`config.mk`:
```
export PLATFORM = sky130hd
export DESIGN_NAME = audio_level_meter_core
export DESIGN_NICKNAME = d
export VERILOG_FILES = /design/src/hw/rtl/alm_pkg.sv /design/src/hw/rtl/alm_queue.sv /design/src/hw/rtl/alm_front.sv /design/src/hw/rtl/alm_sqrt.sv /design/src/hw/rtl/alm_back.sv /design/src/hw/rtl/audio_level_meter_core.sv
export SDC_FILE = /design/constraint.sdc
export NUM_CORES = 2
export LEC_CHECK = 0
export BUFFER_PORTS_ARGS = -buffer_cell sky130_fd_sc_hd__buf_2
export CORE_MARGIN = 2
export CORE_UTILIZATION = 60
export DETAILED_ROUTE_END_ITERATION = 16
export MAX_ROUTING_LAYER = met4
export PLACE_DENSITY = 0.76
export SYNTH_ARGS = -nofsm -noshare
export SYNTH_HDL_FRONTEND = slang
export SYNTH_SLANG_ARGS = --single-unit
export TNS_END_PERCENT = 20
```
`constraint.sdc`:
```
create_clock -name clk -period 17.2 [get_ports clk]
set_input_delay 2.58 -clock clk [delete_from_list [all_inputs] [get_ports clk]]
set_output_delay 2.58 -clock clk [all_outputs]
set_load 0.1 [all_outputs]
```
`src/hw/rtl/alm_pkg.sv`:
```
// Shared types and constants of the audio level meter.
// Item and result records that move between the front, the queues and the back.
// No dependencies.
`timescale 1ns / 1ps
`default_nettype none

package alm_pkg;

	localparam int SAMPLE_W    = 16;
	localparam int LEVEL_W     = 16;
	// squared magnitude of a 16-bit sample, at most 2^30
	localparam int SQ_W        = 31;
	// root radicand: 4 * acc / 2^frac, at most 2^32
	localparam int RAD_W       = SQ_W + 2;
	localparam int EIGHT_SHIFT = 8;

	// configuration register indexes
	localparam logic CFG_STEREO_MODE    = 1'b0;
	localparam logic CFG_EIGHT_BIT_MODE = 1'b1;

	// one classified sample item, front to back
	typedef struct packed {
		logic [SQ_W-1:0] sq_left;
		logic [SQ_W-1:0] sq_right;
		logic            last;
		logic            stereo;
		logic            eight;
	} item_t;

	// one meter result, back to output queue
	typedef struct packed {
		logic [LEVEL_W-1:0] level_left;
		logic [LEVEL_W-1:0] level_right;
		logic               posted;
	} result_t;

endpackage

`default_nettype wire

```
`src/hw/rtl/alm_queue.sv`:
```
// Small register FIFO used between front and back and for the results.
// Generic width and depth; no package dependencies.
`timescale 1ns / 1ps
`default_nettype none

module alm_queue #(
	parameter int WIDTH = 8,
	parameter int DEPTH = 2
) (
	input  wire logic             clk,
	input  wire logic             arst_n,
	input  wire logic             push,
	input  wire logic [WIDTH-1:0] wdata,
	output logic                  full,
	input  wire logic             pop,
	output logic      [WIDTH-1:0] rdata,
	output logic                  empty
);

	localparam int PTR_W = (DEPTH > 1) ? $clog2(DEPTH) : 1;
	localparam int CNT_W = $clog2(DEPTH + 1);

	logic [WIDTH-1:0] mem_q [DEPTH];
	logic [PTR_W-1:0] wr_ptr_q;
	logic [PTR_W-1:0] rd_ptr_q;
	logic [CNT_W-1:0] count_q;
	logic             do_push;
	logic             do_pop;

	assign full    = (count_q == CNT_W'(DEPTH));
	assign empty   = (count_q == '0);
	assign do_push = push && !full;
	assign do_pop  = pop && !empty;
	assign rdata   = mem_q[rd_ptr_q];

	// storage
	always_ff @(posedge clk) begin
		if (do_push) begin
			mem_q[wr_ptr_q] <= wdata;
		end
	end

	// pointers and fill count
	always_ff @(posedge clk or negedge arst_n) begin
		if (!arst_n) begin
			wr_ptr_q <= '0;
			rd_ptr_q <= '0;
			count_q  <= '0;
		end else begin
			if (do_push) begin
				wr_ptr_q <= (wr_ptr_q == PTR_W'(DEPTH - 1)) ? '0 : wr_ptr_q + 1'b1;
			end
			if (do_pop) begin
				rd_ptr_q <= (rd_ptr_q == PTR_W'(DEPTH - 1)) ? '0 : rd_ptr_q + 1'b1;
			end
			if (do_push && !do_pop) begin
				count_q <= count_q + 1'b1;
			end else if (do_pop && !do_push) begin
				count_q <= count_q - 1'b1;
			end
		end
	end

endmodule

`default_nettype wire

```
`src/hw/rtl/alm_front.sv`:
```
// Front end: configuration registers, sample squaring and item classification.
// Uses alm_pkg; feeds the item queue.
`timescale 1ns / 1ps
`default_nettype none

module alm_front
	import alm_pkg::*;
(
	input  wire logic                clk,
	input  wire logic                arst_n,
	// sample channel
	input  wire logic                push,
	output logic                     full,
	input  wire logic [SAMPLE_W-1:0] sample_left,
	input  wire logic [SAMPLE_W-1:0] sample_right,
	input  wire logic                last_in_buffer,
	// configuration channel
	input  wire logic                cfg_valid,
	output logic                     cfg_ready,
	input  wire logic                cfg_index,
	input  wire logic                cfg_data,
	// item queue side
	output logic                     item_push,
	output item_t                    item,
	input  wire logic                item_full
);

	logic stereo_q;
	logic eight_q;

	// squared magnitude at the active sample width
	function automatic logic [SQ_W-1:0] square_of(input logic [SAMPLE_W-1:0] s,
	                                              input logic eight);
		logic signed [SAMPLE_W:0] v;
		logic        [SAMPLE_W:0] neg;
		logic        [SAMPLE_W-1:0] mag;
		if (eight) begin
			v = (SAMPLE_W + 1)'(signed'(s[7:0]));
		end else begin
			v = (SAMPLE_W + 1)'(signed'(s));
		end
		neg = -v;
		mag = v[SAMPLE_W] ? neg[SAMPLE_W-1:0] : v[SAMPLE_W-1:0];
		return SQ_W'(mag) * SQ_W'(mag);
	endfunction

	// configuration registers, always ready
	assign cfg_ready = 1'b1;

	always_ff @(posedge clk or negedge arst_n) begin
		if (!arst_n) begin
			stereo_q <= 1'b1;
			eight_q  <= 1'b0;
		end else if (cfg_valid) begin
			case (cfg_index)
				CFG_STEREO_MODE:    stereo_q <= cfg_data;
				CFG_EIGHT_BIT_MODE: eight_q  <= cfg_data;
				default: ;
			endcase
		end
	end

	// classify and hand over
	assign full      = item_full;
	assign item_push = push && !item_full;

	always_comb begin
		item.sq_left  = square_of(sample_left, eight_q);
		item.sq_right = square_of(sample_right, eight_q);
		item.last     = last_in_buffer;
		item.stereo   = stereo_q;
		item.eight    = eight_q;
	end

endmodule

`default_nettype wire

```
`src/hw/rtl/alm_sqrt.sv`:
```
// Iterative rounded square root: round(sqrt(acc / 2^FRAC_BITS)).
// One result bit per cycle with one 17x17 multiply; uses alm_pkg.
`timescale 1ns / 1ps
`default_nettype none

module alm_sqrt
	import alm_pkg::*;
#(
	parameter int FRAC_BITS = 16
) (
	input  wire logic                         clk,
	input  wire logic                         arst_n,
	input  wire logic                         start,
	input  wire logic [SQ_W+FRAC_BITS-1:0]    operand,
	output logic                              done,
	output logic      [LEVEL_W-1:0]           root
);

	localparam int ACC_W = SQ_W + FRAC_BITS;
	localparam int IDX_W = $clog2(LEVEL_W);
	localparam int T_W   = LEVEL_W + 1;

	logic [RAD_W-1:0]   rad_q;
	logic [LEVEL_W-1:0] n_q;
	logic [IDX_W-1:0]   idx_q;
	logic               busy_q;
	logic               done_q;

	logic [ACC_W+1:0]   rad_full;
	logic [LEVEL_W-1:0] trial;
	logic [T_W-1:0]     t;
	logic [2*T_W-1:0]   t_sq;
	logic               fits;

	// radicand 4*acc/2^frac
	assign rad_full = {operand, 2'b00} >> FRAC_BITS;

	// largest n with (2n-1)^2 <= radicand, one bit a cycle
	always_comb begin
		trial = n_q | (LEVEL_W'(1) << idx_q);
		t     = {trial, 1'b0} - T_W'(1);
		t_sq  = t * t;
		fits  = (t_sq <= (2*T_W)'(rad_q));
	end

	always_ff @(posedge clk) begin
		if (start) begin
			rad_q <= rad_full[RAD_W-1:0];
			n_q   <= '0;
			idx_q <= IDX_W'(LEVEL_W - 1);
		end else if (busy_q) begin
			if (fits) begin
				n_q <= trial;
			end
			idx_q <= idx_q - 1'b1;
		end
	end

	always_ff @(posedge clk or negedge arst_n) begin
		if (!arst_n) begin
			busy_q <= 1'b0;
			done_q <= 1'b0;
		end else begin
			done_q <= busy_q && (idx_q == '0) && !start;
			if (start) begin
				busy_q <= 1'b1;
			end else if (busy_q && idx_q == '0) begin
				busy_q <= 1'b0;
			end
		end
	end

	assign done = done_q;
	assign root = n_q;

endmodule

`default_nettype wire

```
`src/hw/rtl/alm_back.sv`:
```
// Back end: per-channel averaging, buffer-end roots and meter posting.
// Uses alm_pkg and alm_sqrt; reads the item queue, writes the result queue.
`timescale 1ns / 1ps
`default_nettype none

module alm_back
	import alm_pkg::*;
#(
	parameter int FRAC_BITS = 16
) (
	input  wire logic  clk,
	input  wire logic  arst_n,
	input  wire logic  item_empty,
	input  wire item_t item,
	output logic       item_pop,
	input  wire logic  res_full,
	output logic       res_push,
	output result_t    res
);

	localparam int ACC_W = SQ_W + FRAC_BITS;

	typedef enum logic [3:0] {
		ST_IDLE   = 4'b0001,
		ST_ROOT_L = 4'b0010,
		ST_ROOT_R = 4'b0100,
		ST_FIN    = 4'b1000
	} state_t;

	state_t             state_q;
	logic [ACC_W-1:0]   acc_l_q;
	logic [ACC_W-1:0]   acc_r_q;
	logic               first_q;
	logic               toggle_q;
	logic               stereo_q;
	logic [LEVEL_W-1:0] lvl_l_q;
	logic [LEVEL_W-1:0] lvl_r_q;

	logic [ACC_W-1:0]   acc_l_nxt;
	logic [ACC_W-1:0]   acc_r_nxt;
	logic [ACC_W-1:0]   base_l;
	logic [ACC_W-1:0]   base_r;
	logic [ACC_W-1:0]   term_l;
	logic [ACC_W-1:0]   term_r;
	logic [ACC_W:0]     sum_l;
	logic [ACC_W:0]     sum_r;
	logic [SQ_W-1:0]    scaled_l;
	logic [SQ_W-1:0]    scaled_r;
	logic [2*LEVEL_W-1:0] lvl_sq;
	logic               root_start;
	logic [ACC_W-1:0]   root_operand;
	logic               root_done;
	logic [LEVEL_W-1:0] root;

	assign item_pop = (state_q == ST_IDLE) && !item_empty;
	assign res_push = (state_q == ST_FIN) && !res_full;

	// averaging step, with seeding on the first sample after reset
	always_comb begin
		scaled_l = item.eight ? {item.sq_left[SQ_W-1-EIGHT_SHIFT:0], {EIGHT_SHIFT{1'b0}}}
		                      : item.sq_left;
		scaled_r = item.eight ? {item.sq_right[SQ_W-1-EIGHT_SHIFT:0], {EIGHT_SHIFT{1'b0}}}
		                      : item.sq_right;
		term_l   = ACC_W'(scaled_l) << FRAC_BITS;
		term_r   = ACC_W'(scaled_r) << FRAC_BITS;
		base_l   = first_q ? (ACC_W'(item.sq_left) << FRAC_BITS) : acc_l_q;
		base_r   = (first_q && item.stereo) ? (ACC_W'(item.sq_right) << FRAC_BITS) : acc_r_q;
		sum_l    = {1'b0, base_l} + {1'b0, term_l};
		sum_r    = {1'b0, base_r} + {1'b0, term_r};
		acc_l_nxt = sum_l[ACC_W:1];
		acc_r_nxt = item.stereo ? sum_r[ACC_W:1] : acc_r_q;
	end

	// root of left starts with the fresh accumulator, right after left finishes
	assign root_start   = (item_pop && item.last) ||
	                      ((state_q == ST_ROOT_L) && root_done && stereo_q);
	assign root_operand = (state_q == ST_IDLE) ? acc_l_nxt : acc_r_q;

	alm_sqrt #(
		.FRAC_BITS(FRAC_BITS)
	) u_sqrt (
		.clk    (clk),
		.arst_n (arst_n),
		.start  (root_start),
		.operand(root_operand),
		.done   (root_done),
		.root   (root)
	);

	// mono buffer end replaces the accumulators with the level squared
	assign lvl_sq = lvl_l_q * lvl_l_q;

	// sequencer and state
	always_ff @(posedge clk or negedge arst_n) begin
		if (!arst_n) begin
			state_q  <= ST_IDLE;
			acc_l_q  <= '0;
			acc_r_q  <= '0;
			first_q  <= 1'b1;
			toggle_q <= 1'b0;
			stereo_q <= 1'b1;
		end else begin
			case (state_q)
				ST_IDLE: begin
					if (item_pop) begin
						acc_l_q  <= acc_l_nxt;
						acc_r_q  <= acc_r_nxt;
						first_q  <= 1'b0;
						stereo_q <= item.stereo;
						if (item.last) begin
							state_q <= ST_ROOT_L;
						end
					end
				end
				ST_ROOT_L: begin
					if (root_done) begin
						state_q <= stereo_q ? ST_ROOT_R : ST_FIN;
					end
				end
				ST_ROOT_R: begin
					if (root_done) begin
						state_q <= ST_FIN;
					end
				end
				ST_FIN: begin
					if (res_push) begin
						state_q <= ST_IDLE;
						if (!stereo_q) begin
							acc_l_q <= ACC_W'(lvl_sq) << FRAC_BITS;
							acc_r_q <= ACC_W'(lvl_sq) << FRAC_BITS;
						end
						if (!toggle_q) begin
							toggle_q <= 1'b1;
						end else if (stereo_q) begin
							toggle_q <= 1'b0;
						end
					end
				end
				default: state_q <= ST_IDLE;
			endcase
		end
	end

	// captured levels
	always_ff @(posedge clk) begin
		if (state_q == ST_ROOT_L && root_done) begin
			lvl_l_q <= root;
			if (!stereo_q) begin
				lvl_r_q <= root;
			end
		end
		if (state_q == ST_ROOT_R && root_done) begin
			lvl_r_q <= root;
		end
	end

	always_comb begin
		res.level_left  = lvl_l_q;
		res.level_right = lvl_r_q;
		res.posted      = toggle_q;
	end

endmodule

`default_nettype wire

```
`src/hw/rtl/audio_level_meter_core.sv`:
```
// Audio level meter: exponential average of squared samples per channel,
// rounded root levels reported at each buffer end.
// Channels: a sample queue (push/full) and a result queue (empty/pop), both
// queue-style; a config write port (cfg_valid/cfg_ready, cfg_index, cfg_data)
// that is always ready: index 0 stereo_mode, index 1 eight_bit_mode.
// An item that is not marked last in buffer causes no result and leaves the
// back end idle, so such items stream at one per cycle while no buffer end
// is in progress. A last item runs the bit-serial root unit, one channel in
// mono and two in stereo, the right root starting once the left is taken;
// the rounded levels are then posted. The back end takes no new item from
// the last item until its result is in the result queue.
// Two-entry queues sit before and after the back end, so the front keeps
// taking samples, until the item queue is full, while a root runs or a
// result waits. If the receiver stops popping, the result queue fills, the
// back end holds its result and the sample queue fills, raising full.
// Reset (arst_n low, asynchronous) clears both queues, zeroes the averages,
// arms seeding of the first sample and sets stereo mode, 16-bit samples.
`timescale 1ns / 1ps
`default_nettype none

module audio_level_meter_core
	import alm_pkg::*;
#(
	parameter int FRAC_BITS = 16
) (
	input  wire logic                clk,
	input  wire logic                arst_n,
	// sample queue
	input  wire logic                push,
	output logic                     full,
	input  wire logic [SAMPLE_W-1:0] sample_left,
	input  wire logic [SAMPLE_W-1:0] sample_right,
	input  wire logic                last_in_buffer,
	// result queue
	output logic                     empty,
	input  wire logic                pop,
	output logic      [LEVEL_W-1:0]  level_left,
	output logic      [LEVEL_W-1:0]  level_right,
	output logic                     meters_updated,
	// configuration
	input  wire logic                cfg_valid,
	output logic                     cfg_ready,
	input  wire logic                cfg_index,
	input  wire logic                cfg_data
);

	logic    item_push;
	logic    item_full;
	logic    item_pop;
	logic    item_empty;
	item_t   item_in;
	item_t   item_out;
	logic    res_push;
	logic    res_full;
	result_t res_in;
	result_t res_out;

	// front end
	alm_front u_front (
		.clk           (clk),
		.arst_n        (arst_n),
		.push          (push),
		.full          (full),
		.sample_left   (sample_left),
		.sample_right  (sample_right),
		.last_in_buffer(last_in_buffer),
		.cfg_valid     (cfg_valid),
		.cfg_ready     (cfg_ready),
		.cfg_index     (cfg_index),
		.cfg_data      (cfg_data),
		.item_push     (item_push),
		.item          (item_in),
		.item_full     (item_full)
	);

	// item queue between front and back
	alm_queue #(
		.WIDTH($bits(item_t)),
		.DEPTH(2)
	) u_item_q (
		.clk   (clk),
		.arst_n(arst_n),
		.push  (item_push),
		.wdata (item_in),
		.full  (item_full),
		.pop   (item_pop),
		.rdata (item_out),
		.empty (item_empty)
	);

	// back end
	alm_back #(
		.FRAC_BITS(FRAC_BITS)
	) u_back (
		.clk       (clk),
		.arst_n    (arst_n),
		.item_empty(item_empty),
		.item      (item_out),
		.item_pop  (item_pop),
		.res_full  (res_full),
		.res_push  (res_push),
		.res       (res_in)
	);

	// result queue
	alm_queue #(
		.WIDTH($bits(result_t)),
		.DEPTH(2)
	) u_res_q (
		.clk   (clk),
		.arst_n(arst_n),
		.push  (res_push),
		.wdata (res_in),
		.full  (res_full),
		.pop   (pop),
		.rdata (res_out),
		.empty (empty)
	);

	assign level_left     = res_out.level_left;
	assign level_right    = res_out.level_right;
	assign meters_updated = res_out.posted;

`ifndef SYNTHESIS
	// back end never pushes into a full result queue
	a_res_no_overflow: assert property (@(posedge clk) disable iff (!arst_n)
		res_push |-> !res_full)
		else $error("result pushed into full queue");

	// back end only pops a waiting item
	a_item_no_underflow: assert property (@(posedge clk) disable iff (!arst_n)
		item_pop |-> !item_empty)
		else $error("item popped from empty queue");

	// a result push is followed by the result queue holding an entry
	a_res_lands: assert property (@(posedge clk) disable iff (!arst_n)
		res_push |=> !empty)
		else $error("pushed result not visible");
`endif

endmodule

`default_nettype wire

```
# [Word level (Yosys, flattened, before mapping)]
# Memories as Yosys holds them, arrays and structs flattened.
# Index checks and enable logic that the tools add are counted.
[word_totals] regBits=198 ramBits=196 elab_cells=146 n_memories=2 output_inout_bits=36
[mem_list] memory="u_item_q.mem_q" depth=2 word_bits=65 rd=1 rd_ports_with_merged_regs=0 wr=1 line_no="alm_queue.sv:23" rtl="logic [WIDTH-1:0] mem_q [DEPTH];"
[mem_list] memory="u_res_q.mem_q" depth=2 word_bits=33 rd=1 rd_ports_with_merged_regs=0 wr=1 line_no="alm_queue.sv:23"
[op_classes] n_addsub=14 reduce_logical=45 muxes=42 bitwise_logic=2 order_cmp=1 shifts=1 n_mul=4 eq_ne=14
[ops] operator="two-way mux 47 bit" count=8
[ops] operator="one-hot mux 47 bit (2 select lines)" count=2
[ops] operator="adder 47 x 47 -> 48 bit" count=2
[ops] operator="multiplier 16 x 16 -> 31 bit" count=3
[ops] operator="two-way mux 16 bit" count=5
[ops] operator="two-way mux 31 bit" count=2
[ops] operator="<= comparator 34 x 33 -> 1 bit" count=1
[ops] operator="multiplier 17 x 17 -> 34 bit" count=1
[ops] operator="two-way mux 17 bit" count=2
[ops] operator="negator 16 bit" count=2
[ops] operator="two-way mux 4 bit" count=6
[ops] operator="logical AND 1 bit" count=18
[ops] operator="subtractor 17 x 1 -> 17 bit (second input constant)" count=1
[ops] operator="OR 16 bit" count=1
[ops] operator="one-hot mux 4 bit (4 select lines)" count=1
[ops] operator="left shift 1 x 4 -> 16 bit (first input constant)" count=1
[ops] operator="two-way mux 1 bit" count=12
[ops] operator="AND reduction 2 bit" count=6
[ops] operator="AND reduction 5 bit" count=2
[ops] operator="nonzero test 2 bit" count=5
[ops] operator="logical NOT 1 bit" count=9
[ops] operator="two-way mux 2 bit" count=4
[ops] operator="!= test 2 x 1 -> 1 bit (second input constant)" count=4
[ops] operator="!= test 2 bit (second input constant)" count=4
[ops] operator="other kinds (14)" count=21

# [Longest topological paths before layout]
[logic_depth] ltp_word=8 depth_mapped=48 depth_no_buf=45

# [Hierarchy]
# A second synthesis with hierarchy kept.
[hier_totals] cells_unflattened=5314 hier_area_um2=51485.6
[by_module_without_submodules] mod="alm_back" n_inst=1 cells_per_inst=2047 area_per_inst_um2=17808.3
[by_module_without_submodules] mod="alm_front" n_inst=1 cells_per_inst=1730 area_per_inst_um2=14824.2
[by_module_without_submodules] mod="alm_sqrt" n_inst=1 cells_per_inst=1194 area_per_inst_um2=11074.4
[by_module_without_submodules] mod="alm_queue at u_item_q" n_inst=1 cells_per_inst=221 area_per_inst_um2=5048.6
[by_module_without_submodules] mod="alm_queue at u_res_q" n_inst=1 cells_per_inst=122 area_per_inst_um2=2730.1

# [Least setup slack after synthesis]
# OpenSTA, ideal clock, no wires.
[synth_path] kind="in2reg" start="input port sample_right[0]" end="memory u_item_q.mem_q[0][33] (netlist name) (data pin)" path_stages=31 setup_slack_ps=6945 arrival_ps=9991 setup_time_ps=264 required_ps=16936 path_cell_list="clkbuf_1 > inv_1 > clkbuf_1 > ha_1 > nor3b_1 > nand3_1 > o31ai_1 > xor2_1 > or2_2 > clkbuf_1 > clkinv_1 > nand2_1 > fa_1 > inv_1 > fa_1 > fa_1 > fa_1 > inv_1 > fa_1 > fa_1 > inv_1 > ha_1 > and2_1 > a311oi_1 > a31oi_1 > o41a_1 > a41o_1 > a211oi_2 > o21bai_1 > a21oi_1 > xnor2_1"
[synth_lines] element="start, declared" line_no="audio_level_meter_core.sv:32" rtl="input wire logic [SAMPLE_W-1:0] sample_right,"
[synth_lines] element="end, declared" line_no="alm_queue.sv:23"

# [Worst setup path in the final report]
[layout_path] start="register u_back.u_sqrt.idx_q[0]" end="register u_back.u_sqrt.n_q[7], in the netlist u_back.u_sqrt.root[7]"
[layout_via] elab_chain_len=6
[layout_rtl] element="start, declared" line_no="alm_sqrt.sv:25" rtl="logic [IDX_W-1:0] idx_q;"
[layout_rtl] element="start signal, assigned" line_no="alm_sqrt.sv:50" rtl="idx_q <= IDX_W'(LEVEL_W - 1);"
[layout_rtl] element="start signal, assigned" line_no="alm_sqrt.sv:55" rtl="idx_q <= idx_q - 1'b1;"
[layout_rtl] element="left shift 1 x 4 -> 16 bit *" line_no="alm_sqrt.sv:40" rtl="trial = n_q | (LEVEL_W'(1) << idx_q);"
[layout_rtl] element="OR 16 bit *" line_no="alm_sqrt.sv:40"
[layout_rtl] element="subtractor 17 x 1 -> 17 bit" line_no="alm_sqrt.sv:41" rtl="t = {trial, 1'b0} - T_W'(1);"
[layout_rtl] element="multiplier 17 x 17 -> 34 bit" line_no="alm_sqrt.sv:42" rtl="t_sq = t * t;"
[layout_rtl] element="<= comparator 34 x 33 -> 1 bit" line_no="alm_sqrt.sv:43" rtl="fits = (t_sq <= (2*T_W)'(rad_q));"
[layout_rtl] element="AND reduction 2 bit (no source line)"
[layout_rtl] element="end signal, assigned" line_no="alm_sqrt.sv:53" rtl="n_q <= trial;"
[layout_rtl] element="end, declared" line_no="alm_sqrt.sv:24" rtl="logic [LEVEL_W-1:0] n_q;"
# Every way passes the cells marked *; elsewhere a longest branch is shown, timed or not.
# A chain may end at the register's enable or synchronous reset.

==> results.md <==
- TritonCTS clock tree: built
- RSZ-0062 raised after global routing: no
- Largest cells by area after synthesis: fa_1, edfxtp_1, ha_1
- Gate Count Post-Synth: between 5000 and 6000
- FFs w/ async S/R, synth: 23.3%
- Max incr delay on CP: 0.74 ns
- CTS root buf: clkbuf_16
- Share of layout cells above drive strength 1: 5.65%
- Final Slew Violations: 0
- Clk_lat worst skew: about 0.56 ns
- IO buf count: 74
- Mux cell area share after synthesis: 3.42%
- Final ANT Viol Nets: 0
- Worst slew margin: 23.8%
- Startpoint Class: register
- Number of global-route vias before repair: 36700
- Worst Path Class, Setup: register to register
- GPL Wtd Cong: 0.970
- Total placed instance area: 0.0506 mm^2
- Finished Layout Cells: 6333
- Maximum fanout along the worst path: 15
- Placed Cells: 6263
- Yosys cell types: 88
- Worst clock skew: 0.0325 ns
- Ratio of final minimum period to clock period: 70.7%
- Die W: approximately 290 um
- RR Endpoint: u_back.u_sqrt.root[7]
- CTS clk-pin slew, worst paths: 0.07 ns
- Via/cell ratio: 5.64
- Remaining global-route overflow: 0
- First-pass GRT wire length: between 150 and 200 mm
- XOR/XNOR share of the synthesized area: 3.99%
- Outcome: completed
- Synth Area in Compound Gates: 10.1%
- Mean Syn Cell Area: between 9 and 10 um^2
- Final Hold Fails: 0
- Core ar.: 0.0805 mm^2
- IO Pins: 76
- Post-Synth Adder-Cell Area: just over 40%
- #FFs+latches synth: about 360
- Main combinational cell family by area after synthesis: adder cells
- Post-synthesis simple-gate area fraction: 11.6%
- Number of max-cap violations: 0
- # hold bufs at CTS: 0
- Min Tclk post-route: 12.17 ns
- CP endpoint: u_back.u_sqrt.root[7]
- Hold_ws: 0.447 ns
- Die H: 289 um
- Synthesized area: 0.0489 mm^2
- Sequential-to-total area share from yosys stat: 20.9%
- Longest Clk Path Bufs: 3
- Die ar.: roughly 0.084 mm^2
- WL final: 114 mm
- WL per Instance: 18.0 um
- Top FF cell, synth: edfxtp_1
- # rows: 104
- Most common cell after layout, fill and taps aside: inv_1
- Launch point of the worst reg-to-reg path: u_back.u_sqrt.idx_q[0]
- WP data required: 17.67 ns
- Crit path from: u_back.u_sqrt.idx_q[0]
- Crit-path most repeated cell: inv_1
- Setup TNS: 0 ns
- Maximum clock rate: 82.2 MHz
- H-Tree Depth: 2
- Area delta synth->final: 6.16%
- Cts bufs inserted: 38
- Hold WC Path Type: register to register
- Post-CTS Setup Bufs: 0
- First-pass DRT Iterations: 6
- Clock Sink Count: about 360
- Worst-margin pin slew: 1.11 ns
- Setup violators final: 0
- PostCTS Resize Cnt: 0
- Most frequent cells in the layout: inv_1, fa_1, ha_1
- Top cell type's share of synthesized area: 28.0%
- Initial core utilization: 60.7%
- Iter 0 DRT Violations: 2461
- Post-DP HPWL: 91.9 mm
- Via count: 35700
- Final routed DRC violation total: 0
- Largest net degree at the start of global routing: 67
- Reg2Reg Depth: between 40 and 50
- Top cell type by total area after synthesis: fa_1
- Critical Path Sink Type: register
- Slowest cell on crit path: clkinv_1
- EDFF count, synth: between 200 and 300
- Final #Nets: around 6500
- Critical Path AT: 12.64 ns
- Overall Global Routing Usage: ~29%
- Flop2flop setup slack: 5.03 ns
- Ys Warns: 0
- Finished Cell Area: 0.0519 mm^2
- Ant. Diodes: 0
- Initial antenna violation count: 0
cell families after synthesis:
| logic type | Yosys count |
|---|---|
| buf+inv | 1221 |
| compound gates | 798 |
| fa+ha+maj | 1171 |
| mux | 161 |
| other cells | 2 |
| flops | 361 |
| simple gates | 1267 |
| xor+xnor | 222 |
layout make-up:
type,count,area [um^2]
Multi-Input combinational cell,3649,34200
Fill cell,6475,28600
Sequential cell,361,10200
Inverter,1065,4000
Tap cell,1060,1330
Clock buffer,43,1000
Timing Repair Buffer,128,778
Clock inverter,27,344
per-stage QoR:
step	worst slack (ns)	util, %
floorplan	6.94	-
global placement	5.83	62.8
detailed placement	5.35	62.8
CTS	5.29	64.4
global route	4.37	64.4
finish	5.03	64.4
cell usage after synthesis (5+ instances only):
master	n
a211o_1	8
a211oi_1	62
a21boi_1	5
a21o_1	86
a21oi_1	252
a31oi_1	28
a41o_1	6
and2_1	68
and3_1	25
buf_1	19
clkbuf_1	133
clkinv_1	12
dfrtp_1	80
dfxtp_1	20
edfxtp_1	257
fa_1	684
ha_1	487
inv_1	1046
inv_2	7
mux2_2	48
mux2i_1	113
nand2_1	451
nand2b_1	57
nand3_1	41
nand3b_1	5
nand4_1	19
nor2_1	439
nor2b_1	67
nor3_1	34
nor4_1	5
o211ai_1	15
o21a_1	29
o21ai_0	182
o21ai_1	19
o21bai_1	29
o22ai_1	7
o31a_1	5
o31ai_1	13
or2_2	16
or3_1	18
xnor2_1	149
xor2_1	72
flip-flops by register name (all words and copies together), names as in the netlist, 16 cells and up:
name / cells
u_back.lvl_l_q: 16
u_back.u_sqrt.root: 16
u_back.u_sqrt.rad_q: 33
u_item_q.mem_q: 126
u_back.acc_l_q: 32
u_back.lvl_r_q: 16
u_back.acc_r_q: 33
u_res_q.mem_q: 66
worst min path at each step:
stage	start	to	cells past startpoint
detailed placement	u_back.lvl_r_q[5]	u_res_q.mem_q[1][6]	0
global placement	u_back.lvl_r_q[14]	u_res_q.mem_q[0][15]	0
CTS	u_back.lvl_r_q[5]	u_res_q.mem_q[0][6]	0
floorplan	u_back.lvl_r_q[9]	u_res_q.mem_q[0][10]	0
global route	u_back.lvl_r_q[10]	u_res_q.mem_q[0][11]	0
finish	u_back.lvl_r_q[14]	u_res_q.mem_q[1][15]	0
metal layers:
metal  global-route usage (%)  wire length, um  share of wire, %
met5                        -                0                 0
met4                     7.33             3160               2.8
met3                     4.02             7750               6.8
met2                     48.3            55400                48
met1                     37.9            47900                42
worst max-delay path: cells and delay by family, from the launching register on:
family | cells | cell delay (ns)
fa+ha+maj | 10 | 4.38
xor+xnor | 2 | 0.78
buf+inv | 8 | 1.51
flops | 1 | 0.43
simple gates | 10 | 1.87
compound gates | 13 | 3.07
Power is left out: the tool's default activity adds up to more than one toggle a clock period on the data nets, which glitch-free logic cannot reach.
